## config.mk

```make
export PLATFORM = sky130hd
export DESIGN_NAME = rectangle_placement_table
export DESIGN_NICKNAME = d
export VERILOG_FILES = /design/src/hw/rtl/rpt_pkg.sv /design/src/hw/rtl/rpt_store.sv /design/src/hw/rtl/rpt_overlap.sv /design/src/hw/rtl/rectangle_placement_table.sv
export SDC_FILE = /design/constraint.sdc
export NUM_CORES = 2
export LEC_CHECK = 0
export BUFFER_PORTS_ARGS = -buffer_cell sky130_fd_sc_hd__buf_2
export CAP_MARGIN = 5
export CORE_AREA = 3 3 281 353
export CTS_CLUSTER_DIAMETER = 200
export DETAILED_ROUTE_END_ITERATION = 10
export DIE_AREA = 0 0 284 356
export GPL_TIMING_DRIVEN = 0
export PLACE_DENSITY = 0.88
export SLEW_MARGIN = 20
export SYNTH_ARGS = -nofsm -noshare
export SYNTH_HDL_FRONTEND = slang
export SYNTH_SLANG_ARGS = --single-unit
export TNS_END_PERCENT = 30
```

## constraint.sdc

```tcl
create_clock -name i_clk -period 7.64 [get_ports i_clk]
set_input_delay 0 -clock i_clk [delete_from_list [all_inputs] [get_ports i_clk]]
set_output_delay 0 -clock i_clk [all_outputs]
set_load 0.005 [all_outputs]
```

## src/hw/rtl/rpt_pkg.sv

```systemverilog
// Shared types and codes for the rectangle placement table.
`default_nettype none
package rpt_pkg;

    localparam int unsigned COORD_W = 18;
    localparam int unsigned END_W   = COORD_W + 1;
    localparam int unsigned POWER_W = 16;
    localparam int unsigned INDEX_W = 8;
    localparam int unsigned SUM_W   = 32;
    localparam int unsigned OCNT_W  = 5;
    localparam int unsigned STAT_W  = 2;

    typedef struct packed {
        logic [COORD_W-1:0] h;
        logic [COORD_W-1:0] w;
        logic [COORD_W-1:0] y;
        logic [COORD_W-1:0] x;
    } t_rect;

    typedef enum logic {
        REQ_PLACE  = 1'b0,
        REQ_REMOVE = 1'b1
    } t_req;

    typedef enum logic [STAT_W-1:0] {
        ST_OK      = 2'd0,
        ST_FULL    = 2'd1,
        ST_OVERLAP = 2'd2,
        ST_RANGE   = 2'd3
    } t_status;

    typedef enum logic [2:0] {
        S_IDLE,
        S_START,
        S_SCAN,
        S_APPEND,
        S_SHIFT,
        S_RESULT
    } t_state;

endpackage
`default_nettype wire

```

## src/hw/rtl/rpt_store.sv

```systemverilog
// Rectangle storage memory: one write port, one registered read port.
`default_nettype none
module rpt_store
    import rpt_pkg::*;
#(
    parameter int unsigned DEPTH = 16,
    parameter int unsigned AW    = 4
) (
    input  wire logic          i_clk,
    input  wire logic          i_we,
    input  wire logic [AW-1:0] i_waddr,
    input  wire t_rect         i_wdata,
    input  wire logic [AW-1:0] i_raddr,
    output t_rect              o_rdata
);

    t_rect r_mem [DEPTH];
    t_rect r_rdata;

    always_ff @(posedge i_clk) begin
        if (i_we) begin
            r_mem[i_waddr] <= i_wdata;
        end
    end

    always_ff @(posedge i_clk) begin
        r_rdata <= r_mem[i_raddr];
    end

    assign o_rdata = r_rdata;

endmodule
`default_nettype wire

```

## src/hw/rtl/rpt_overlap.sv

```systemverilog
// Shared compare unit: strict overlap of two rectangles on both axes.
`default_nettype none
module rpt_overlap
    import rpt_pkg::*;
(
    input  wire t_rect i_entry,
    input  wire t_rect i_cand,
    output logic       o_hit
);

    logic [END_W-1:0] w_ex_end, w_ey_end, w_cx_end, w_cy_end;
    logic [END_W-1:0] w_x_lo, w_x_hi, w_y_lo, w_y_hi;

    always_comb begin
        w_ex_end = END_W'(i_entry.x) + END_W'(i_entry.w);
        w_ey_end = END_W'(i_entry.y) + END_W'(i_entry.h);
        w_cx_end = END_W'(i_cand.x) + END_W'(i_cand.w);
        w_cy_end = END_W'(i_cand.y) + END_W'(i_cand.h);
        w_x_lo = (i_entry.x > i_cand.x) ? END_W'(i_entry.x) : END_W'(i_cand.x);
        w_y_lo = (i_entry.y > i_cand.y) ? END_W'(i_entry.y) : END_W'(i_cand.y);
        w_x_hi = (w_ex_end < w_cx_end) ? w_ex_end : w_cx_end;
        w_y_hi = (w_ey_end < w_cy_end) ? w_ey_end : w_cy_end;
        // touching edges give hi == lo and do not count
        o_hit = (w_x_hi > w_x_lo) && (w_y_hi > w_y_lo);
    end

endmodule
`default_nettype wire

```

## src/hw/rtl/rectangle_placement_table.sv

```systemverilog
// Top level: request sequencer, counters and output register of the placement table.
//
// Holds up to MAX_ENTRIES rectangles in an internal memory read one entry per cycle.
// A place request walks the held entries through one shared overlap compare unit:
// an overlap ends the walk early, an empty table skips it and a full table gives
// its result with no walk. A remove request moves each later entry down one place,
// one entry per cycle; a bad index gives its result with no shift. The block takes one
// item at a time and is ready again as soon as the result is loaded; a result not
// yet taken holds the next one back. The memory needs no clearing after reset:
// only entries below the held count are used.
`default_nettype none
module rectangle_placement_table
    import rpt_pkg::*;
#(
    parameter int unsigned MAX_ENTRIES = 16
) (
    input  wire logic        i_clk,
    input  wire logic        i_rst_n,
    input  wire logic        i_s_tvalid,
    output logic             o_s_tready,
    // rect_x, rect_y, rect_width, rect_height, rect_power, remove_index
    input  wire logic [95:0] i_s_tdata,
    // req_type
    input  wire logic        i_s_tuser,
    output logic             o_m_tvalid,
    input  wire logic        i_m_tready,
    // status, entry_count, power_total, zero pad
    output logic [39:0]      o_m_tdata
);

    localparam int unsigned CW = $clog2(MAX_ENTRIES + 1);
    localparam int unsigned AW = (MAX_ENTRIES > 1) ? $clog2(MAX_ENTRIES) : 1;

    t_state            r_state, n_state;
    logic [CW-1:0]     r_count, n_count;
    logic [SUM_W-1:0]  r_power, n_power;
    logic [CW-1:0]     r_ridx, n_ridx;
    logic              r_pend, n_pend;
    logic [AW-1:0]     r_wadr, n_wadr;
    t_status           r_status, n_status;

    t_req              r_req_type;
    t_rect             r_rect;
    logic [POWER_W-1:0] r_rpow;
    logic [INDEX_W-1:0] r_rm_idx;

    logic              r_ovalid, n_ovalid;
    logic              w_load;
    t_status           r_o_status;
    logic [OCNT_W-1:0] r_o_count;
    logic [SUM_W-1:0]  r_o_power;

    logic              w_accept;
    logic              w_hit;
    logic              mem_we;
    logic [AW-1:0]     mem_waddr;
    t_rect             mem_wdata;
    t_rect             mem_rdata;
    logic [INDEX_W-1:0] w_count_ix;
    logic [SUM_W:0]    w_sum;

    assign o_s_tready = (r_state == S_IDLE);
    assign w_accept   = i_s_tvalid && o_s_tready;
    assign w_count_ix = INDEX_W'(r_count);
    assign w_sum      = (SUM_W + 1)'(r_power) + (SUM_W + 1)'(r_rpow);

    rpt_store #(
        .DEPTH (MAX_ENTRIES),
        .AW    (AW)
    ) u_store (
        .i_clk   (i_clk),
        .i_we    (mem_we),
        .i_waddr (mem_waddr),
        .i_wdata (mem_wdata),
        .i_raddr (r_ridx[AW-1:0]),
        .o_rdata (mem_rdata)
    );

    rpt_overlap u_overlap (
        .i_entry (mem_rdata),
        .i_cand  (r_rect),
        .o_hit   (w_hit)
    );

    always_ff @(posedge i_clk) begin
        if (!i_rst_n) begin
            r_state  <= S_IDLE;
            r_count  <= '0;
            r_power  <= '0;
            r_pend   <= 1'b0;
            r_ovalid <= 1'b0;
        end else begin
            r_state  <= n_state;
            r_count  <= n_count;
            r_power  <= n_power;
            r_pend   <= n_pend;
            r_ovalid <= n_ovalid;
        end
    end

    always_ff @(posedge i_clk) begin
        r_ridx   <= n_ridx;
        r_wadr   <= n_wadr;
        r_status <= n_status;
        if (w_accept) begin
            r_req_type <= t_req'(i_s_tuser);
            r_rect     <= t_rect'(i_s_tdata[71:0]);
            r_rpow     <= i_s_tdata[87:72];
            r_rm_idx   <= i_s_tdata[95:88];
        end
        if (w_load) begin
            r_o_status <= r_status;
            r_o_count  <= OCNT_W'(r_count);
            r_o_power  <= r_power;
        end
    end

    always_comb begin
        n_state   = r_state;
        n_count   = r_count;
        n_power   = r_power;
        n_ridx    = r_ridx;
        n_pend    = r_pend;
        n_wadr    = r_wadr;
        n_status  = r_status;
        mem_we    = 1'b0;
        mem_waddr = r_wadr;
        mem_wdata = mem_rdata;
        w_load    = 1'b0;
        n_ovalid  = r_ovalid && !i_m_tready;

        unique case (r_state)
            S_IDLE: begin
                if (w_accept) begin
                    n_state = S_START;
                end
            end
            S_START: begin
                n_pend = 1'b0;
                if (r_req_type == REQ_PLACE) begin
                    n_ridx = '0;
                    if (r_count >= CW'(MAX_ENTRIES)) begin
                        n_status = ST_FULL;
                        n_state  = S_RESULT;
                    end else if (r_count == '0) begin
                        n_state = S_APPEND;
                    end else begin
                        n_state = S_SCAN;
                    end
                end else begin
                    if (r_rm_idx >= w_count_ix) begin
                        n_status = ST_RANGE;
                        n_state  = S_RESULT;
                    end else begin
                        n_ridx  = CW'(r_rm_idx) + CW'(1);
                        n_state = S_SHIFT;
                    end
                end
            end
            S_SCAN: begin
                // read one entry per cycle, compare the one read last cycle
                if (r_pend && w_hit) begin
                    n_status = ST_OVERLAP;
                    n_state  = S_RESULT;
                end else if (r_ridx == r_count) begin
                    n_state = S_APPEND;
                end else begin
                    n_ridx = r_ridx + CW'(1);
                    n_pend = 1'b1;
                end
            end
            S_APPEND: begin
                mem_we    = 1'b1;
                mem_waddr = r_count[AW-1:0];
                mem_wdata = r_rect;
                n_count   = r_count + CW'(1);
                n_power   = w_sum[SUM_W] ? '1 : w_sum[SUM_W-1:0];
                n_status  = ST_OK;
                n_state   = S_RESULT;
            end
            S_SHIFT: begin
                // write the entry read last cycle one place down
                mem_we = r_pend;
                if (r_ridx == r_count) begin
                    n_count  = r_count - CW'(1);
                    n_status = ST_OK;
                    n_pend   = 1'b0;
                    n_state  = S_RESULT;
                end else begin
                    n_wadr = AW'(r_ridx - CW'(1));
                    n_ridx = r_ridx + CW'(1);
                    n_pend = 1'b1;
                end
            end
            S_RESULT: begin
                if (!r_ovalid || i_m_tready) begin
                    w_load   = 1'b1;
                    n_ovalid = 1'b1;
                    n_state  = S_IDLE;
                end
            end
            default: begin
                n_state = S_IDLE;
            end
        endcase
    end

    assign o_m_tvalid = r_ovalid;
    assign o_m_tdata  = {1'b0, r_o_power, r_o_count, r_o_status};

endmodule
`default_nettype wire

```

==> metrics.cfg <==
[pwr]
p_int_w = 0.0196
p_leak_nw = 24.4
power.total_w = 0.0322
p_per_area_mw_per_mm2 = 459
clockPowerShare = 0.216
vdd_ir_drop_max_v = 0.000426
seqPwrFrac = 0.338
combPwrFrac = 0.447
switching_share = 0.392
netSwitchingPower_w = 0.0126

[cells_and_area]
final_cells = 5269
area_growth_pct = 18.0
fin_util = 0.731
nNetsFinal = 4173
fillers = 4953
final_cell_mix = 1299 x edfxtp_1, 360 x mux4_2, 238 x nand2_1
final_common_cell = edfxtp_1
drive_above_1_share = 0.223

[status]
status = finished with violations
violations = DRC, capacitance limit, slew limit, setup timing

[timing]
timing.final.ws_setup_ps = -56.8
setup_violations = 5
fin_crit_ps = 7700
whs_ps = 13.0
worst_pin_slew_ps = 1560
setup_tns_ps = -278
fmax_mhz = 130
slew_headroom = -0.0372
report.final.slew_viol_count = 11
fin_skew_ps = 32.8
final.period_utilization = 1.01
hold_viol = 0

[worst_setup_path]
cp_max_fo = 10
arrival_ps = 8160
required_ps = 8100
worst_setup_path_start_kind = flop
crit_type = reg -> reg
worst_setup_path_end_kind = flop

[floorplanning]
num_rows = 127
die_area_mm2 = 0.101
core_mm2 = 0.0958
die_x_um = 284
die_h_um = 356
io_pins = 143
start_util = 0.620

[grt]
grt_max_degree = 42
grt_pass1_vias = 38700
antenna_found_initial = 10
grt.total_usage = 0.374
grt_overflow_total = 0
grt_pass1_wl_um = 267000

[placement]
dp_hpwl_um = 110000
gp_congestion = 0.972
port_buffers = 141
dpl.cell_count = 4818

[detailed_routing]
postRouteWirelength_um = 187000
dr.pass1.iters = 7
wl_per_cell_um = 35.5
dr_total_vias = 38000
ant_nets = 0
drtIter0Drc = 5733
drc = 18
viasPerCell = 7.20

[yosys]
synth_enable_flop_cells = 1299
syn_avg_cell_area_um2 = 17.9
synth.distinct_cells = 79
async_flop_share = 0
seq_area_frac_synth = 0.695
syn_nets = 3630
ys_ff_latch = 1413
synthCells = 3316
synth_flop_cell = edfxtp_1
yosysWarnings = 0
netlist_area_mm2 = 0.0594

[cts]
clk_pin_slew_ps = 70
post-cts-setup-buffers = 0
clock_path_buffers = 3
cts.sinks = 1413
cts_buffers = 135
cts_root_buf = clkbuf_16
insertion_delay_ps = 790
cts_tree = yes
h-tree-depth = 4

[flow_run]
max_cap_viol_count = 1

[worst_hold_path]
hold_path.class = in -> reg

[final cells by class]
type                       instances  area [um^2]  area share
clock inverter                    63          743      0.0106
tap                             1290         1610      0.0230
inverter                          92          345     0.00493
multi-input combinational       1682        17400       0.249
antenna                            9         22.5    0.000321
clock buffer                     185         3730      0.0532
timing repair buffer             406         4330      0.0617
sequential                      1413        41300       0.589
buffer                           129          583     0.00832
[state kept, by name (all words and copies together) (netlist names)]
signal	count
r_o_count	5
r_count	5
r_status	2
r_ridx	5
o_m_tvalid	1
r_power	32
r_rect	72
u_store.r_mem	1152
r_wadr	4
r_o_power	32
r_req_type	1
r_o_status	2
r_state	3
r_rm_idx	8
r_pend	1
r_rpow	16
u_store.o_rdata	72
[metrics by stage]
stage               setup WS (ps)  cell area [um^2]
floorplan                    1830             59400
global placement            -2720             61700
detailed placement           35.3             63500
CTS                          35.1             70000
global route                 -266             70100
finish                      -56.8             70100
[cells by family after synthesis]
logic type / share of synthesized area
xor gates and xnor gates: 0.0140
AOI/OAI and AO/OA: 0.0476
muxes: 0.145
DFF: 0.695
other: 0.0000631
and+or+nand+nor: 0.0381
buffers and inverters: 0.0150
adders and majority gates: 0.0456
[worst max-delay path, stage by stage (launching register included)]
cell and delay, ps:
edfxtp_1 570, ha_1 350, a211oi_1 490, o21ai_1 180, a21o_1 200, o31a_1 320
a31oi_1 330, o21ai_1 160, a31oi_1 390, xor2_2 320, ha_1 310, a211oi_1 320
nand2_1 170, o21ai_4 270, clkbuf_2 320, o21ai_0 130, ha_1 320, a21o_1 180
a21o_1 170, a21oi_1 310, o22ai_1 190, a2111oi_1 410, nor2_1 240, o21ai_4 280
or2_1 190, a21o_1 260
[cells in the mapped netlist (all sizes together), types with 3 or more instances]
cell type     n  area (um^2)
o221ai        3         26.3
a211oi       29          245
dfxtp       114         2280
inv          92          345
nand2       238          893
mux2i        43          430
a221oi        3         26.3
a21o         65          488
or2           5         31.3
nor3         29          145
nand4        26          163
edfxtp     1299        39000
or3           4         25.0
a41oi         3         26.3
nor2b        15         93.8
o41ai         4         42.6
nand2b       16          100
o22ai         7         43.8
and2          7         43.8
o2111ai       3         26.3
clkbuf       86          323
a31oi        14         87.6
nor4          3         18.8
a21oi       114          571
o31ai         6         50.1
mux2          4         48.8
and4          4         35.0
xor2         45          394
buf          43          224
xnor2        50          438
fa            6          120
and3          9         56.3
mux4        360         8110
o211ai        6         50.1
nor2        135          514
o21a         12         90.1
o21bai       11         82.6
nand3        24          120
o21ai       141          721
ha          207         2590
a2111oi       3         26.3
[path summary, 6_finish.rpt]
kind / slack [ps] / startpoint / cells after the start / endpoint
min reg2reg: 460 / r_status[0] / 0 / r_o_status[0]
min: 10 / i_s_tdata[16] / 2 / r_rect[16]
max: -60 / r_rect[56] / 25 / r_ridx[4]
max reg2reg: -60 / r_rect[56] / 25 / r_ridx[4]
[routing by layer]
metal	global-route usage	up-vias	routed length [um]
met1	0.437	18500	57000
li1	-	14400	-
met5	0.000481	-	53
met3	0.119	1171	25200
met2	0.596	3904	87900
met4	0.256	8	16800
[power by group through the flow]
stage | Combinational (W) | Sequential [W] | Clock (W)
global placement | 0.0121 | 0.0110 | 0
finish | 0.0144 | 0.0109 | 0.00694
floorplan | 0.00915 | 0.0105 | 0
CTS | 0.0135 | 0.0108 | 0.00691
detailed placement | 0.0128 | 0.0109 | 0
global route | 0.0152 | 0.0108 | 0.00721
[repair_timing]
action / 4_1_cts / 5_1_grt
resized for setup: 1 / 23
endpoints found under the hold margin: 163 / 0
endpoints found under the setup margin: 7 / 10
hold buffers: 194 / 0
(Power assumes the default switching activity.)
